$ cat src/hdl/duration_string_parser_unit_assert.svh
// assertion macros for the duration string parser
// used by the top level; checks vanish when SYNTHESIS is defined
`ifndef DURATION_STRING_PARSER_UNIT_ASSERT_SVH
`define DURATION_STRING_PARSER_UNIT_ASSERT_SVH
`ifndef SYNTHESIS
// property that holds on every clock edge out of reset
`define DSP_ASSERT_ALWAYS(label, clk, rst_n, cond) \
    label: assert property (@(posedge clk) disable iff (!rst_n) (cond)) \
        else $error("%m: check failed");
// implication whose consequent is checked in the next cycle
`define DSP_ASSERT_NEXT(label, clk, rst_n, ante, cons) \
    label: assert property (@(posedge clk) disable iff (!rst_n) (ante) |=> (cons)) \
        else $error("%m: check failed");
`else
`define DSP_ASSERT_ALWAYS(label, clk, rst_n, cond)
`define DSP_ASSERT_NEXT(label, clk, rst_n, ante, cons)
`endif
`endif

$ cat src/hdl/dsp_pkg.sv
// shared types, character codes and suffix trie for the duration string parser
// no dependencies; imported by every module of the block
package dsp_pkg;

    localparam logic [7:0] CH_NUL   = 8'h00;
    localparam logic [7:0] CH_TAB   = 8'h09;
    localparam logic [7:0] CH_CR    = 8'h0D;
    localparam logic [7:0] CH_SPACE = 8'h20;
    localparam logic [7:0] CH_PLUS  = 8'h2B;
    localparam logic [7:0] CH_MINUS = 8'h2D;
    localparam logic [7:0] CH_ZERO  = 8'h30;
    localparam logic [7:0] CH_NINE  = 8'h39;

    localparam int SEC_BITS = 17;
    localparam int SEC_PER_MIN_I  = 60;
    localparam int SEC_PER_HOUR_I = 60 * 60;
    localparam int SEC_PER_DAY_I  = 24 * 60 * 60;
    localparam int MAX_SECONDS_I  = 86400;

    localparam logic [SEC_BITS-1:0] MAX_SECONDS  = SEC_BITS'(MAX_SECONDS_I);
    localparam logic [SEC_BITS-1:0] SEC_PER_MIN  = SEC_BITS'(SEC_PER_MIN_I);
    localparam logic [SEC_BITS-1:0] SEC_PER_HOUR = SEC_BITS'(SEC_PER_HOUR_I);
    localparam logic [SEC_BITS-1:0] SEC_PER_DAY  = SEC_BITS'(SEC_PER_DAY_I);
    localparam logic [SEC_BITS-1:0] MAX_MINUTES  = SEC_BITS'(MAX_SECONDS_I / SEC_PER_MIN_I);
    localparam logic [SEC_BITS-1:0] MAX_HOURS    = SEC_BITS'(MAX_SECONDS_I / SEC_PER_HOUR_I);
    localparam logic [SEC_BITS-1:0] MAX_DAYS     = SEC_BITS'(MAX_SECONDS_I / SEC_PER_DAY_I);

    typedef enum logic [2:0] {
        PH_LEAD    = 3'd0,
        PH_SIGNED  = 3'd1,
        PH_DIGITS  = 3'd2,
        PH_SUFFIX  = 3'd3,
        PH_NODIGIT = 3'd4
    } t_phase;

    typedef enum logic [1:0] {
        ST_OK     = 2'd0,
        ST_PARSE  = 2'd1,
        ST_SUFFIX = 2'd2,
        ST_RANGE  = 2'd3
    } t_status;

    typedef enum logic [2:0] {
        UNIT_NONE = 3'd0,
        UNIT_SEC  = 3'd1,
        UNIT_MIN  = 3'd2,
        UNIT_HOUR = 3'd3,
        UNIT_DAY  = 3'd4
    } t_unit;

    // one node per prefix of the accepted suffix words
    typedef enum logic [4:0] {
        ND_ROOT = 5'd0,
        ND_S, ND_SE, ND_SEC, ND_SECO, ND_SECON, ND_SECOND, ND_SECONDS,
        ND_M, ND_MI, ND_MIN, ND_MINU, ND_MINUT, ND_MINUTE, ND_MINUTES,
        ND_H, ND_HR, ND_HO, ND_HOU, ND_HOUR, ND_HOURS,
        ND_D, ND_DA, ND_DAY, ND_DAYS,
        ND_DEAD = 5'd31
    } t_node;

    typedef struct packed {
        logic       clear;
        logic       digit_en;
        logic [3:0] digit;
        logic       suffix_en;
        logic       suffix_root;
    } t_step;

    function automatic t_node next_node(input t_node node, input logic [7:0] c);
        t_node nx;
        nx = ND_DEAD;
        case (node)
            ND_ROOT: begin
                if (c == CH_SPACE || c == CH_TAB) nx = ND_ROOT;
                else if (c == "s") nx = ND_S;
                else if (c == "m") nx = ND_M;
                else if (c == "h") nx = ND_H;
                else if (c == "d") nx = ND_D;
            end
            ND_S:      if (c == "e") nx = ND_SE;
            ND_SE:     if (c == "c") nx = ND_SEC;
            ND_SEC:    if (c == "o") nx = ND_SECO;
            ND_SECO:   if (c == "n") nx = ND_SECON;
            ND_SECON:  if (c == "d") nx = ND_SECOND;
            ND_SECOND: if (c == "s") nx = ND_SECONDS;
            ND_M:      if (c == "i") nx = ND_MI;
            ND_MI:     if (c == "n") nx = ND_MIN;
            ND_MIN:    if (c == "u") nx = ND_MINU;
            ND_MINU:   if (c == "t") nx = ND_MINUT;
            ND_MINUT:  if (c == "e") nx = ND_MINUTE;
            ND_MINUTE: if (c == "s") nx = ND_MINUTES;
            ND_H: begin
                if (c == "r") nx = ND_HR;
                else if (c == "o") nx = ND_HO;
            end
            ND_HO:     if (c == "u") nx = ND_HOU;
            ND_HOU:    if (c == "r") nx = ND_HOUR;
            ND_HOUR:   if (c == "s") nx = ND_HOURS;
            ND_D:      if (c == "a") nx = ND_DA;
            ND_DA:     if (c == "y") nx = ND_DAY;
            ND_DAY:    if (c == "s") nx = ND_DAYS;
            default:   nx = ND_DEAD;
        endcase
        return nx;
    endfunction

    function automatic t_unit node_unit(input t_node node);
        t_unit u;
        case (node)
            ND_ROOT, ND_S, ND_SEC, ND_SECOND, ND_SECONDS: u = UNIT_SEC;
            ND_M, ND_MIN, ND_MINUTE, ND_MINUTES:          u = UNIT_MIN;
            ND_H, ND_HR, ND_HOUR, ND_HOURS:               u = UNIT_HOUR;
            ND_D, ND_DAY, ND_DAYS:                        u = UNIT_DAY;
            default:                                      u = UNIT_NONE;
        endcase
        return u;
    endfunction

    function automatic logic [SEC_BITS-1:0] unit_seconds(input t_unit u);
        logic [SEC_BITS-1:0] s;
        case (u)
            UNIT_MIN:  s = SEC_PER_MIN;
            UNIT_HOUR: s = SEC_PER_HOUR;
            UNIT_DAY:  s = SEC_PER_DAY;
            default:   s = SEC_BITS'(1);
        endcase
        return s;
    endfunction

    // largest count of the unit that still fits in one day
    function automatic logic [SEC_BITS-1:0] unit_max_count(input t_unit u);
        logic [SEC_BITS-1:0] m;
        case (u)
            UNIT_MIN:  m = MAX_MINUTES;
            UNIT_HOUR: m = MAX_HOURS;
            UNIT_DAY:  m = MAX_DAYS;
            default:   m = MAX_SECONDS;
        endcase
        return m;
    endfunction

endpackage

$ cat src/hdl/dsp_digit_acc.sv
// decimal magnitude accumulator with sticky overflow flag
// depends on dsp_pkg (t_step)
module dsp_digit_acc
    import dsp_pkg::*;
#(
    parameter int ACC_BITS = 64
) (
    input  logic                i_clk,
    input  logic                i_rst_n,
    input  t_step               i_step,
    output logic [ACC_BITS-1:0] o_magnitude,
    output logic                o_overflowed
);

    localparam int WIDE = ACC_BITS + 4;

    logic [ACC_BITS-1:0] r_magnitude, n_magnitude;
    logic                r_overflowed, n_overflowed;
    logic [WIDE-1:0]     mag_x, times_ten, limit;

    assign mag_x     = {4'b0, r_magnitude};
    assign times_ten = (mag_x << 3) + (mag_x << 1) + {{(WIDE-4){1'b0}}, i_step.digit};
    assign limit     = {{(WIDE-1){1'b0}}, 1'b1} << (ACC_BITS - 1);

    // 10*m + d above the limit is the overflow test, same as m > (lim - d) / 10
    always_comb begin
        n_magnitude  = r_magnitude;
        n_overflowed = r_overflowed;
        if (i_step.clear) begin
            n_magnitude  = '0;
            n_overflowed = 1'b0;
        end else if (i_step.digit_en && !r_overflowed) begin
            if (times_ten > limit) begin
                n_overflowed = 1'b1;
            end else begin
                n_magnitude = times_ten[ACC_BITS-1:0];
            end
        end
    end

    always_ff @(posedge i_clk) begin
        if (!i_rst_n) begin
            r_magnitude  <= '0;
            r_overflowed <= 1'b0;
        end else begin
            r_magnitude  <= n_magnitude;
            r_overflowed <= n_overflowed;
        end
    end

    assign o_magnitude  = r_magnitude;
    assign o_overflowed = r_overflowed;

endmodule

$ cat src/hdl/dsp_suffix_match.sv
// unit suffix matcher: walks the suffix trie one character per beat
// depends on dsp_pkg (t_step, t_node, next_node, node_unit)
module dsp_suffix_match
    import dsp_pkg::*;
(
    input  logic       i_clk,
    input  logic       i_rst_n,
    input  t_step      i_step,
    input  logic [7:0] i_ch,
    output t_unit      o_unit
);

    t_node r_node, n_node;

    always_comb begin
        n_node = r_node;
        if (i_step.clear) begin
            n_node = ND_ROOT;
        end else if (i_step.suffix_en) begin
            n_node = next_node(i_step.suffix_root ? ND_ROOT : r_node, i_ch);
        end
    end

    always_ff @(posedge i_clk) begin
        if (!i_rst_n) begin
            r_node <= ND_ROOT;
        end else begin
            r_node <= n_node;
        end
    end

    assign o_unit = node_unit(r_node);

endmodule

$ cat src/hdl/dsp_result_calc.sv
// final status and seconds from the accumulated number and matched unit
// depends on dsp_pkg (t_status, t_unit, unit tables)
module dsp_result_calc
    import dsp_pkg::*;
#(
    parameter int ACC_BITS = 64
) (
    input  logic                i_in_number,
    input  logic                i_negative,
    input  logic [ACC_BITS-1:0] i_magnitude,
    input  logic                i_overflowed,
    input  t_unit               i_unit,
    output t_status             o_status,
    output logic [SEC_BITS-1:0] o_seconds
);

    logic                  ovf;
    logic                  too_big;
    logic [2*SEC_BITS-1:0] product;

    // magnitude never exceeds 2^(ACC_BITS-1), so the top bit marks equality
    assign ovf     = i_overflowed || (!i_negative && i_magnitude[ACC_BITS-1]);
    assign too_big = (|i_magnitude[ACC_BITS-1:SEC_BITS])
                     || (i_magnitude[SEC_BITS-1:0] > unit_max_count(i_unit));
    assign product = i_magnitude[SEC_BITS-1:0] * unit_seconds(i_unit);

    always_comb begin
        o_status  = ST_PARSE;
        o_seconds = '0;
        if (i_in_number) begin
            if (ovf) begin
                o_status = ST_PARSE;
            end else if (i_unit == UNIT_NONE) begin
                o_status = ST_SUFFIX;
            end else if (i_negative && (|i_magnitude)) begin
                o_status = ST_RANGE;
            end else if (too_big) begin
                o_status = ST_RANGE;
            end else begin
                o_status  = ST_OK;
                o_seconds = product[SEC_BITS-1:0];
            end
        end
    end

endmodule

$ cat src/hdl/duration_string_parser_unit.sv
// duration string parser: one character per beat, NUL ends the string
// a NUL beat is captured in the input register, then its result is registered onto o_status/o_seconds
// throughput: one character per cycle; the input register holds back only a NUL
// whose result slot is still occupied by a stalled result
// reset: synchronous active-low i_rst_n clears the parse state and both valid flags
module duration_string_parser_unit
    import dsp_pkg::*;
#(
    parameter int ACC_BITS = 64
) (
    input  logic                i_clk,
    input  logic                i_rst_n,
    input  logic                i_in_valid,
    output logic                o_in_stall,
    input  logic [7:0]          i_ch,
    output logic                o_out_valid,
    input  logic                i_out_stall,
    output logic [1:0]          o_status,
    output logic [SEC_BITS-1:0] o_seconds
);

`include "duration_string_parser_unit_assert.svh"

    logic                r_in_valid;
    logic [7:0]          r_ch;
    t_phase              r_phase, n_phase;
    logic                r_negative, n_negative;
    logic                r_out_valid, n_out_valid;
    t_status             r_status;
    logic [SEC_BITS-1:0] r_seconds;

    t_step               step;
    logic                is_nul, is_digit, is_ws, is_sign;
    logic                fire, load_result;
    logic [ACC_BITS-1:0] magnitude;
    logic                overflowed;
    t_unit               unit;
    t_status             calc_status;
    logic [SEC_BITS-1:0] calc_seconds;

    assign is_nul   = (r_ch == CH_NUL);
    assign is_digit = (r_ch >= CH_ZERO) && (r_ch <= CH_NINE);
    assign is_ws    = (r_ch == CH_SPACE) || ((r_ch >= CH_TAB) && (r_ch <= CH_CR));
    assign is_sign  = (r_ch == CH_PLUS) || (r_ch == CH_MINUS);

    // only a terminator needs the result slot
    assign fire       = r_in_valid && (!is_nul || !r_out_valid || !i_out_stall);
    assign o_in_stall = r_in_valid && !fire;

    always_comb begin
        n_phase          = r_phase;
        n_negative       = r_negative;
        load_result      = 1'b0;
        step.clear       = 1'b0;
        step.digit_en    = 1'b0;
        step.digit       = r_ch[3:0];
        step.suffix_en   = 1'b0;
        step.suffix_root = 1'b0;
        if (fire) begin
            if (is_nul) begin
                load_result = 1'b1;
                step.clear  = 1'b1;
                n_phase     = PH_LEAD;
                n_negative  = 1'b0;
            end else begin
                case (r_phase)
                    PH_LEAD: begin
                        if (is_ws) begin
                            n_phase = PH_LEAD;
                        end else if (is_sign) begin
                            n_negative = (r_ch == CH_MINUS);
                            n_phase    = PH_SIGNED;
                        end else if (is_digit) begin
                            step.digit_en = 1'b1;
                            n_phase       = PH_DIGITS;
                        end else begin
                            n_phase = PH_NODIGIT;
                        end
                    end
                    PH_SIGNED: begin
                        if (is_digit) begin
                            step.digit_en = 1'b1;
                            n_phase       = PH_DIGITS;
                        end else begin
                            n_phase = PH_NODIGIT;
                        end
                    end
                    PH_DIGITS: begin
                        if (is_digit) begin
                            step.digit_en = 1'b1;
                        end else begin
                            step.suffix_en   = 1'b1;
                            step.suffix_root = 1'b1;
                            n_phase          = PH_SUFFIX;
                        end
                    end
                    PH_SUFFIX: begin
                        step.suffix_en = 1'b1;
                    end
                    default: begin
                        n_phase = PH_NODIGIT;
                    end
                endcase
            end
        end
    end

    always_comb begin
        n_out_valid = r_out_valid;
        if (load_result) begin
            n_out_valid = 1'b1;
        end else if (!i_out_stall) begin
            n_out_valid = 1'b0;
        end
    end

    dsp_digit_acc #(
        .ACC_BITS(ACC_BITS)
    ) u_digit_acc (
        .i_clk       (i_clk),
        .i_rst_n     (i_rst_n),
        .i_step      (step),
        .o_magnitude (magnitude),
        .o_overflowed(overflowed)
    );

    dsp_suffix_match u_suffix_match (
        .i_clk  (i_clk),
        .i_rst_n(i_rst_n),
        .i_step (step),
        .i_ch   (r_ch),
        .o_unit (unit)
    );

    dsp_result_calc #(
        .ACC_BITS(ACC_BITS)
    ) u_result_calc (
        .i_in_number (r_phase == PH_DIGITS || r_phase == PH_SUFFIX),
        .i_negative  (r_negative),
        .i_magnitude (magnitude),
        .i_overflowed(overflowed),
        .i_unit      (unit),
        .o_status    (calc_status),
        .o_seconds   (calc_seconds)
    );

    always_ff @(posedge i_clk) begin
        if (!i_rst_n) begin
            r_in_valid  <= 1'b0;
            r_phase     <= PH_LEAD;
            r_negative  <= 1'b0;
            r_out_valid <= 1'b0;
        end else begin
            if (!o_in_stall) begin
                r_in_valid <= i_in_valid;
            end
            r_phase     <= n_phase;
            r_negative  <= n_negative;
            r_out_valid <= n_out_valid;
        end
    end

    // payload registers
    always_ff @(posedge i_clk) begin
        if (!o_in_stall) begin
            r_ch <= i_ch;
        end
        if (load_result) begin
            r_status  <= calc_status;
            r_seconds <= calc_seconds;
        end
    end

    assign o_out_valid = r_out_valid;
    assign o_status    = r_status;
    assign o_seconds   = r_seconds;

    `DSP_ASSERT_ALWAYS(a_err_zero_secs, i_clk, i_rst_n,
        !r_out_valid || r_status == ST_OK || r_seconds == '0)
    `DSP_ASSERT_ALWAYS(a_secs_in_day, i_clk, i_rst_n,
        !r_out_valid || r_seconds <= MAX_SECONDS)
    `DSP_ASSERT_ALWAYS(a_stall_only_on_full, i_clk, i_rst_n,
        !o_in_stall || (r_out_valid && i_out_stall && is_nul))
    `DSP_ASSERT_NEXT(a_nul_restarts, i_clk, i_rst_n,
        load_result, r_out_valid && r_phase == PH_LEAD && !r_negative)

endmodule

$ cat config.mk
export PLATFORM = sky130hd
export DESIGN_NAME = duration_string_parser_unit
export DESIGN_NICKNAME = d
export VERILOG_FILES = /design/src/hdl/dsp_pkg.sv /design/src/hdl/dsp_digit_acc.sv /design/src/hdl/dsp_suffix_match.sv /design/src/hdl/dsp_result_calc.sv /design/src/hdl/duration_string_parser_unit.sv
export VERILOG_INCLUDE_DIRS = /design/src /design/src/hdl
export SDC_FILE = /design/constraint.sdc
export NUM_CORES = 1
export LEC_CHECK = 0
export BUFFER_PORTS_ARGS = -buffer_cell sky130_fd_sc_hd__clkbuf_2
export CAP_MARGIN = 20
export CORE_MARGIN = 2
export CORE_UTILIZATION = 65
export DETAILED_ROUTE_END_ITERATION = 8
export GPL_TIMING_DRIVEN = 1
export PLACE_DENSITY = 0.85
export SLEW_MARGIN = 20
export SYNTH_ARGS = -nofsm -noshare
export SYNTH_HDL_FRONTEND = slang
export SYNTH_SLANG_ARGS = --single-unit
$ cat constraint.sdc
create_clock -name i_clk -period 7.95 [get_ports i_clk]
set_input_delay 0.3975 -clock i_clk [delete_from_list [all_inputs] [get_ports i_clk]]
set_output_delay 0.3975 -clock i_clk [all_outputs]
set_load 0.1 [all_outputs]
==> Word level (Yosys, flattened, before mapping) <==
Memory sizes are Yosys's and may differ from the RTL's. A register that Yosys moved wholly into a read port is not among the register bits.
Cells that the tools add are included.
{ "classes": {"n_addsub": 2, "multipliers": 1, "magnitude_cmp": 6, "eq_ne": 47, "muxes": 59, "bitwise": 3, "reduce_logical": 37} }
{ "ops": {"columns": ["cell", "n"], "rows": [
  ["$eq 8x7->1 const B", 14],
  ["$pmux 17 s3", 2],
  ["$mux 5", 20],
  ["$pmux 5 s20", 1],
  ["$add 67x65->68", 1],
  ["$add 68x4->68", 1],
  ["$gt 68x64->1 const B", 1],
  ["$reduce_or 64->1", 1],
  ["$reduce_or 47->1", 1],
  ["$eq 5x4->1 const B", 7],
  ["$eq 5x5->1 const B", 6],
  ["$mux 4", 7],
  ["$eq 8x6->1 const B", 3],
  ["$mux 3", 6],
  ["$gt 17x17->1", 1],
  ["$mul 17x17->17", 1],
  ["$eq 5x3->1 const B", 3],
  ["$mux 2", 7],
  ["$mux 1", 13],
  ["$eq 3x2->1 const B", 4],
  ["$pmux 3 s4", 1],
  ["$eq 5x2->1 const B", 2],
  ["$eq 8x4->1 const B", 1],
  ["$ge 8x4->1 const B", 1],
  ["other kinds (23)", 50]
]} }
{ "word_totals": {"ff_bits": 103, "mem_bits_ro": 96, "inputBits": 12, "out_inout_bits": 21, "word_cells": 166, "n_memories": 1} }
{ "mem_list": {"columns": ["name", "words", "word_bits", "read_ports", "rd_ports_with_merged_regs", "wr", "line_no", "text"], "rows": [
  ["(name not given)", 32, 3, 1, 1, 0, "dsp_pkg.sv:109", "case (node)"]
]} }

==> Depth between registers and ports, before layout <==
Gate-level depths: netlist of run 1.
{ "logic_depth": {"ltp_word": 11, "ltp_mapped": 27} }

==> Modules after synthesis <==
Synthesis of run 1 repeated with hierarchy kept, for this count alone.
{ "unflattened": {"cells_unflattened": 1913, "area_unflattened_um2": 15477.3} }
{ "modules_own_cells": {"columns": ["module", "n_inst", "cells_per_inst", "area_each_um2", "seq_area_each_um2"], "rows": [
  ["dsp_digit_acc", 1, 1098, 8329.2, 1301.2],
  ["dsp_result_calc", 1, 534, 4391.7, 0.0],
  ["dsp_suffix_match", 1, 187, 1407.6, 160.2],
  ["duration_string_parser_unit", 1, 94, 1348.8, 930.9]
]} }

==> Least setup slack after synthesis of run 1 <==
No wires, ideal clock.
{ "synth_path": {"path_type": "flip-flop to flip-flop", "from": "register u_suffix_match.o_unit[1] (netlist name)", "to": "register r_seconds[16] (netlist: o_seconds[16]), data pin", "setup_ns": 0.255, "arrival_ns": 5.442, "setup_slack_ns": 2.253, "path_stages_with_launch": 21, "path_buffers": 2, "period_less_slack_ns": 5.697, "path_cell_list": "dfxtp_1 -> nor2b_1 -> clkbuf_1 -> nor2b_1 -> clkbuf_1 -> ha_1 -> inv_1 -> fa_1 -> fa_1 -> fa_1 -> inv_1 -> fa_1 -> fa_1 -> inv_1 -> fa_1 -> inv_1 -> ha_1 -> a21oi_1 -> o21ai_0 -> xnor2_1 -> nor2_1"} }
{ "synth_via": {"elab_chain_len": 5, "word_cells_on_any_way": 10, "cone_classes": "mul (1); order compare (1); eq/ne (3); mux (2); reduce/logical (3)"} }
{ "synth_lines": {"columns": ["element", "line_no", "text"], "rows": [
  ["parallel branches: the longest is 5 deep, another holds $mul 17x17->17", null, null],
  ["end signal: assignment", "duration_string_parser_unit.sv:170", "r_seconds <= calc_seconds;"],
  ["end: declaration", "duration_string_parser_unit.sv:30", "logic [SEC_BITS-1:0] r_seconds;"]
]} }
Parallel ways; which one is timed is not known.
A chain may end at the register's enable or synchronous reset.

==> Worst setup path in the final report of run 1 <==
{ "layout_path": {"from": "register u_suffix_match.o_unit[1] (netlist name)", "to": "register r_seconds[16] (netlist: o_seconds[16]), data pin"} }
{ "layout_via": {"elab_chain_len": 5, "word_cells_on_any_way": 10, "cone_classes": "mul (1); order compare (1); eq/ne (3); mux (2); reduce/logical (3)"} }
{ "layout_lines": {"columns": ["element"], "rows": [
  ["parallel branches: the longest is 5 deep, another holds $mul 17x17->17"]
]} }
Parallel ways; which one is timed is not known.

==> impl_metrics.tcl, run 1 <==
set metrics [dict create \
    min_to "r_ch[3]" \
    rsz0062_at_grt "false" \
    wirelength_um 44600 \
    synth_top_area_share_pct 18.0 \
    syn_nets 2210 \
    final_cells 2207 \
    cts_num_sinks 106 \
    start_util_pct 66.0 \
    cp-end-kind "flip-flop" \
    numCtsBuffers 9 \
    finalCriticalPeriod_ns 6.35 \
    ant_nets 0 \
    fin_area_um2 15800 \
    grt_pass1_vias 14100 \
    p_leak_nw 7.04 \
    insertion_delay_ns 0.38 \
    clkTransAtPathRegs_ns 0.08 \
    timing.slew.headroom_pct 27.5 \
    r2r_slack_ns 1.60 \
    syn_to_final_growth_pct 2.72 \
    gr-total-overflow 0 \
    avgSynthCellArea_um2 8.06 \
    core_um2 23300 \
    cts.path.max_buffers 2 \
    final_cell_mix "238 x nand2_1, 222 x ha_1, 171 x inv_1" \
    synthMuxAreaShare_pct 4.82 \
    die_w_um 158 \
    detail_route.wl_per_cell_um 20.2 \
    dp_hpwl_um 36000 \
    synth_top_family_by_area "adder cells" \
    switching_share_pct 25.7 \
    antenna_found_initial 0 \
    cts_hold_buf 0 \
    first_pass_iters 6 \
    r2r_start "u_suffix_match.o_unit[1]" \
    grt_max_degree 64 \
    synth_edf_count 27 \
    synth-adder-area-share_pct 26.6 \
    via_per_inst 6.55 \
    finalPower_mw 1.07 \
    switching_power_uw 275 \
    dr.first_iter.drc_count 1146 \
    finalSetupTns_ns 0 \
    syn_area_um2 15400 \
    grt_usage_pct 36.1 \
    synth_seq_cells 106 \
    min_path_type "in -> reg" \
    crit_fanout 20 \
    synthArstFlopShare_pct 0 \
    fin_skew_ns 0.0132 \
    fin_util_pct 67.8 \
    synth_simple_gate_area_share_pct 21.9 \
    cp-start-kind "flip-flop" \
    die_h_um 158 \
    fmax_mhz 157 \
    fill_cells 1946 \
    ys_warn_count 0 \
    synth_xor_area_share_pct 4.15 \
    setup_violations 0 \
    antenna_cells 0 \
    grt_pass1_wl_um 71200 \
    r2r-end "o_seconds[16]" \
    r2r_cells 21 \
    hold_violations 0 \
    crit_required_ns 8.07 \
    cts_tree "built" \
    gp_congestion 1.03 \
    worstSetupPathType "reg -> reg" \
    synthCells 1910 \
    synth-compound-area-share_pct 19.4 \
    hp-start "i_ch[3]" \
    synth_flop_cell "dfxtp_1" \
    postCtsSetupBuffers 0 \
    ys_top_cells_by_area "ha_1 18%, dfxtp_1 10%, fa_1 8.6%, nand2_1 5.8%, edfxtp_1 5.3%" \
    h-tree-depth 3 \
    yosysTopAreaCell "ha_1" \
    final_common_cell "nand2_1" \
    slew_viol_final 0 \
    post_cts_resized 0 \
    dp_cells 2190 \
    io_buffers 32 \
    vdd_drop_max_v 0.0000939 \
    rows 56 \
    dr_total_vias 14500 \
    power_frac_clock_pct 43.8 \
    powerDensity_nw_per_um2 67.6 \
    yosysSeqAreaShare_pct 15.5 \
    drive_above_1_share_pct 4.77 \
    root_buffer "clkbuf_16" \
    tightestPinTransition_ns 1.09 \
    ys_types 97 \
    intPower_uw 794 \
    dieArea_um2 24900 \
    drc 0 \
    comb_power_share_pct 3.8 \
    seqPwrFrac_pct 52.5 \
    fin_nets 2183 \
    place_area_um2 15500 \
    min_period_over_period_pct 79.9 \
    startpoint "u_suffix_match.o_unit[1]" \
    io_pins 33 \
    status "finished, final reports clean" \
    holdPathStages 1 \
    drv_cap 0 \
    arrival_ns 6.48 \
]
## worst max path at each step
stage	end	slack, ns	cells past startpoint
2_1_floorplan	o_seconds[16]	2.25	20
3_3_place_gp	o_seconds[16]	1.87	26
3_5_place_dp	o_seconds[16]	1.65	26
4_1_cts	o_seconds[16]	1.61	26
5_1_grt	o_seconds[16]	1.18	26
6_report	o_seconds[16]	1.60	21
## worst max-delay path: stages (launching register included)
cell	delay, ns
dfxtp_1	0.36
nor2b_1	0.14
buf_4	0.21
nor2b_1	0.70
and2_1	0.30
inv_1	0.09
fa_1	0.57
fa_1	0.44
fa_1	0.52
inv_1	0.04
ha_1	0.31
fa_1	0.54
inv_1	0.05
fa_1	0.53
inv_1	0.04
ha_1	0.30
a21oi_1	0.23
o21bai_1	0.10
a21oi_1	0.24
o21ai_0	0.15
xnor2_1	0.16
nor2_1	0.05
## cell usage after synthesis (all sizes together) (9+ instances only)
cell type	instances
a211oi	27
o21bai	18
o21ai	96
or2	9
a21o	32
nand2b	14
nand2	239
o211ai	10
nor4	37
nand4	32
a21boi	11
edfxtp	27
xor2	17
dfxtp	79
nand3	28
o31ai	9
xnor2	56
and3	11
fa	66
buf	26
clkbuf	40
nor2	112
and2	47
o21a	14
dlygate4sd3	9
mux2i	73
nor3	59
ha	222
nor2b	18
a21oi	130
inv	171
and4	15
or3	18
## sequential cells by signal, indices dropped and copies added (netlist names), 2 cells and up
name,count
u_digit_acc.o_magnitude,64
o_seconds,17
r_ch,8
u_suffix_match.r_node,5
r_phase,3
u_suffix_match.o_unit,3
o_status,2
## per-stage QoR
stage	setup slack [ns]	hold slack, ns
floorplan	2.25	0.454
global placement	1.87	0.488
detailed placement	1.65	0.498
CTS	1.61	0.201
global route	1.18	0.206
finish	1.60	0.202
## layout make-up
class | instances | area [um2] | area share (%)
timing repair buffer | 40 | 224 | 1.42
inverter | 171 | 642 | 4.06
multi-input combinational | 1555 | 11900 | 75.1
clock buffer | 11 | 243 | 1.53
clock inverter | 5 | 45.0 | 0.285
sequential | 106 | 2390 | 15.1
tap | 319 | 399 | 2.52
## power by group through the flow
| stage | Clock (mW) | Combinational, mW | Sequential [mW] |
|---|---|---|---|
| after detailed placement | 0 | 0.0392 | 0.573 |
| after global routing | 0.484 | 0.0440 | 0.562 |
| after CTS | 0.469 | 0.0394 | 0.561 |
| after floorplan | 0 | 0.0346 | 0.569 |
| final | 0.468 | 0.0402 | 0.561 |
| after global placement | 0 | 0.0384 | 0.573 |
## per-layer routing
metal  vias up  wire length [um]  track usage (%)
li1       6825                 -                -
met1      6869             18100             43.3
met2       581             21200             62.7
met3       177              2860             5.56
met4         0              2430             18.5
met5         -                 0                0
## cell families (layout without fill, tap and decap cells)
group	Yosys count	after routing
and+or+nand+nor	674	674
AOI/OAI and AO/OA	446	446
adders and majority gates	288	288
buffers and inverters	249	227
DFF	106	106
muxes	74	74
xor gates and xnor gates	73	73
No activity file was read; power rests on OpenSTA's default activity.
==> run 2: changes to the inputs <==
Settings changed: CORE_UTILIZATION 65 to 59, PLACE_DENSITY 0.85 to 0.82.
Clock period 7.95 ns to 5.8 ns, I/O delays scaled along.
==> run 2 against run 1 <==
  * Routed wire length grew 2.1%
  * Final cell count grew 2.1%
  * Register-to-register slack lost 1.5 ns
  * Sequential share of layout area shrank 0.31 points
  * First-iteration DRC count grew 10%
  * Sequential cell count is the same
  * Critical path type unchanged
  * Largest power group unchanged
==> impl_metrics.tcl, run 2 (synthesized netlist as in run 1, its figures left out) <==
set metrics [dict create \
    die_h_um 166 \
    syn_to_final_growth_pct 4.86 \
    worstSetupPathType "reg -> reg" \
    vdd_drop_max_v 0.000115 \
    root_buffer "clkbuf_16" \
    place_area_um2 15800 \
    cts.path.max_buffers 2 \
    via_per_inst 6.44 \
    finalCriticalPeriod_ns 5.73 \
    tightestPinTransition_ns 0.932 \
    fin_area_um2 16100 \
    core_um2 25800 \
    hold_violations 0 \
    antenna_found_initial 0 \
    min_path_type "in -> reg" \
    switching_share_pct 26.9 \
    antenna_cells 0 \
    p_leak_nw 7.20 \
    dr_total_vias 14500 \
    comb_power_share_pct 4.1 \
    h-tree-depth 3 \
    fin_util_pct 62.5 \
    detail_route.wl_per_cell_um 20.2 \
    finalPower_mw 1.48 \
    cp_slowest_stage_delay_ns 0.55 \
    dp_hpwl_um 36900 \
    setup_violations 0 \
    r2r_start "u_suffix_match.o_unit[1]" \
    ant_nets 0 \
    rows 59 \
    holdPathStages 1 \
    final_cells 2254 \
    arrival_ns 5.84 \
    min_period_over_period_pct 98.8 \
    fill_cells 2245 \
    hp-start "i_ch[5]" \
    status "finished, final reports clean" \
    numCtsBuffers 9 \
    grt_usage_pct 33.1 \
    r2r_cells 23 \
    grt_max_degree 68 \
    fin_skew_ns 0.0176 \
    start_util_pct 59.6 \
    drc 0 \
    largest_reg_flops 64 \
    grt_pass1_wl_um 71700 \
    cp-end-kind "flip-flop" \
    final_cell_mix "237 x nand2_1, 219 x ha_1, 171 x inv_1" \
    dp_cells 2232 \
    min_to "r_ch[5]" \
    switching_power_uw 398 \
    fmax_mhz 174 \
    insertion_delay_ns 0.38 \
    crit_fanout 14 \
    r2r_slack_ns 0.07 \
    critPathSlowestCell "fa_1" \
    dieArea_um2 27400 \
    gp_congestion 1.00 \
    cp-start-kind "flip-flop" \
    crit_required_ns 5.91 \
    final_common_cell "nand2_1" \
    io_pins 33 \
    wirelength_um 45500 \
    die_w_um 166 \
    gr-total-overflow 0 \
    slew_viol_final 0 \
    fin_nets 2214 \
    grt_pass1_vias 14100 \
    cts_tree "built" \
    dr.first_iter.drc_count 1266 \
    power_frac_clock_pct 44.2 \
    hold_ws_ns 0.0808 \
    clkTransAtPathRegs_ns 0.09 \
    first_pass_iters 5 \
    r2r-end "o_seconds[15]" \
    crit_path_cell_trace "nor2b_2, nor2b_1, buf_6, and2_2, fa_1, inv_1, fa_1, inv_1, ha_1, fa_1, inv_1, fa_1, fa_1, inv_1, ha_1, inv_1, o21bai_1, a21oi_2, o21bai_1, a21oi_2, o21ai_0, xnor2_1, nor2_1" \
    cts_hold_buf 0 \
    powerDensity_nw_per_um2 91.7 \
    io_buffers 32 \
    cts_num_sinks 106 \
    timing.slew.headroom_pct 37.3 \
    drv_cap 0 \
    seqPwrFrac_pct 51.7 \
    intPower_mw 1.08 \
    drive_above_1_share_pct 6.93 \
]
==> run 2: cell types whose count changed in the layout (fill, tap and decap cells not counted), moves of 3 or more <==
cell,delta
inv_6,+3
a21oi_2,+5
a21oi_1,-5
ha_1,-3
buf_4,+28
and2_1,-3
==> run 2: critical path: cells and delay by family (launching register included) <==
family | cells | cell delay [ns]
xor gates and xnor gates | 1 | 0.16
AOI/OAI and AO/OA | 5 | 0.87
DFF | 1 | 0.33
and+or+nand+nor | 4 | 0.60
buffers and inverters | 6 | 0.43
adders and majority gates | 7 | 3.07
==> run 2: worst max-delay path by stage <==
stage,end,start,slack [ns],cells after the start
final,o_seconds[15],u_suffix_match.o_unit[1],0.07,23
after global routing,o_seconds[15],u_suffix_match.o_unit[1],-0.07,23
after CTS,o_seconds[16],u_suffix_match.o_unit[1],0.0004,21
after detailed placement,o_seconds[16],u_suffix_match.o_unit[1],0.003,21
after global placement,o_seconds[16],u_suffix_match.o_unit[1],0.21,21
after floorplan,o_seconds[16],u_suffix_match.o_unit[1],0.10,20
==> run 2: layout make-up <==
cell class | instances | area (um2) | share of cell area [%]
clock buffers | 10 | 229 | 1.42
clock inverters | 6 | 60.1 | 0.372
flip-flops and latches | 106 | 2390 | 14.8
well taps | 335 | 419 | 2.60
repair buffers | 71 | 485 | 3.01
inverters | 171 | 642 | 3.97
multi-input cells | 1555 | 11900 | 73.8
==> run 2: per-stage QoR <==
| stage | worst slack (ns) | TNS [ns] |
|---|---|---|
| global route | -0.0698 | -0.123 |
| CTS | 0.000448 | 0 |
| global placement | 0.208 | 0 |
| finish | 0.0687 | 0 |
| detailed placement | 0.00313 | 0 |
| floorplan | 0.103 | 0 |
==> run 2: power by group through the flow <==
stage | Sequential (mW) | Combinational (mW) | Clock (mW)
after floorplan | 0.780 | 0.0474 | 0
after global placement | 0.783 | 0.0580 | 0
after detailed placement | 0.783 | 0.0588 | 0
after CTS | 0.766 | 0.0591 | 0.654
after global routing | 0.767 | 0.0660 | 0.679
final | 0.766 | 0.0601 | 0.654
==> run 2: layer usage <==
metal,vias up,share of wire (%),routed length (um),GRT usage (%)
met5,-,0,0,0
met4,0,5.0,2260,16.1
met3,139,6.1,2770,3.80
met2,599,49,22300,58.8
met1,6890,40,18200,39.7
li1,6893,-,-,-
==> run 2: what timing repair did <==
action	4_1_cts	5_1_grt
gates resized for setup	0	18
setup endpoints to repair	0	3
buffers inserted	0	6
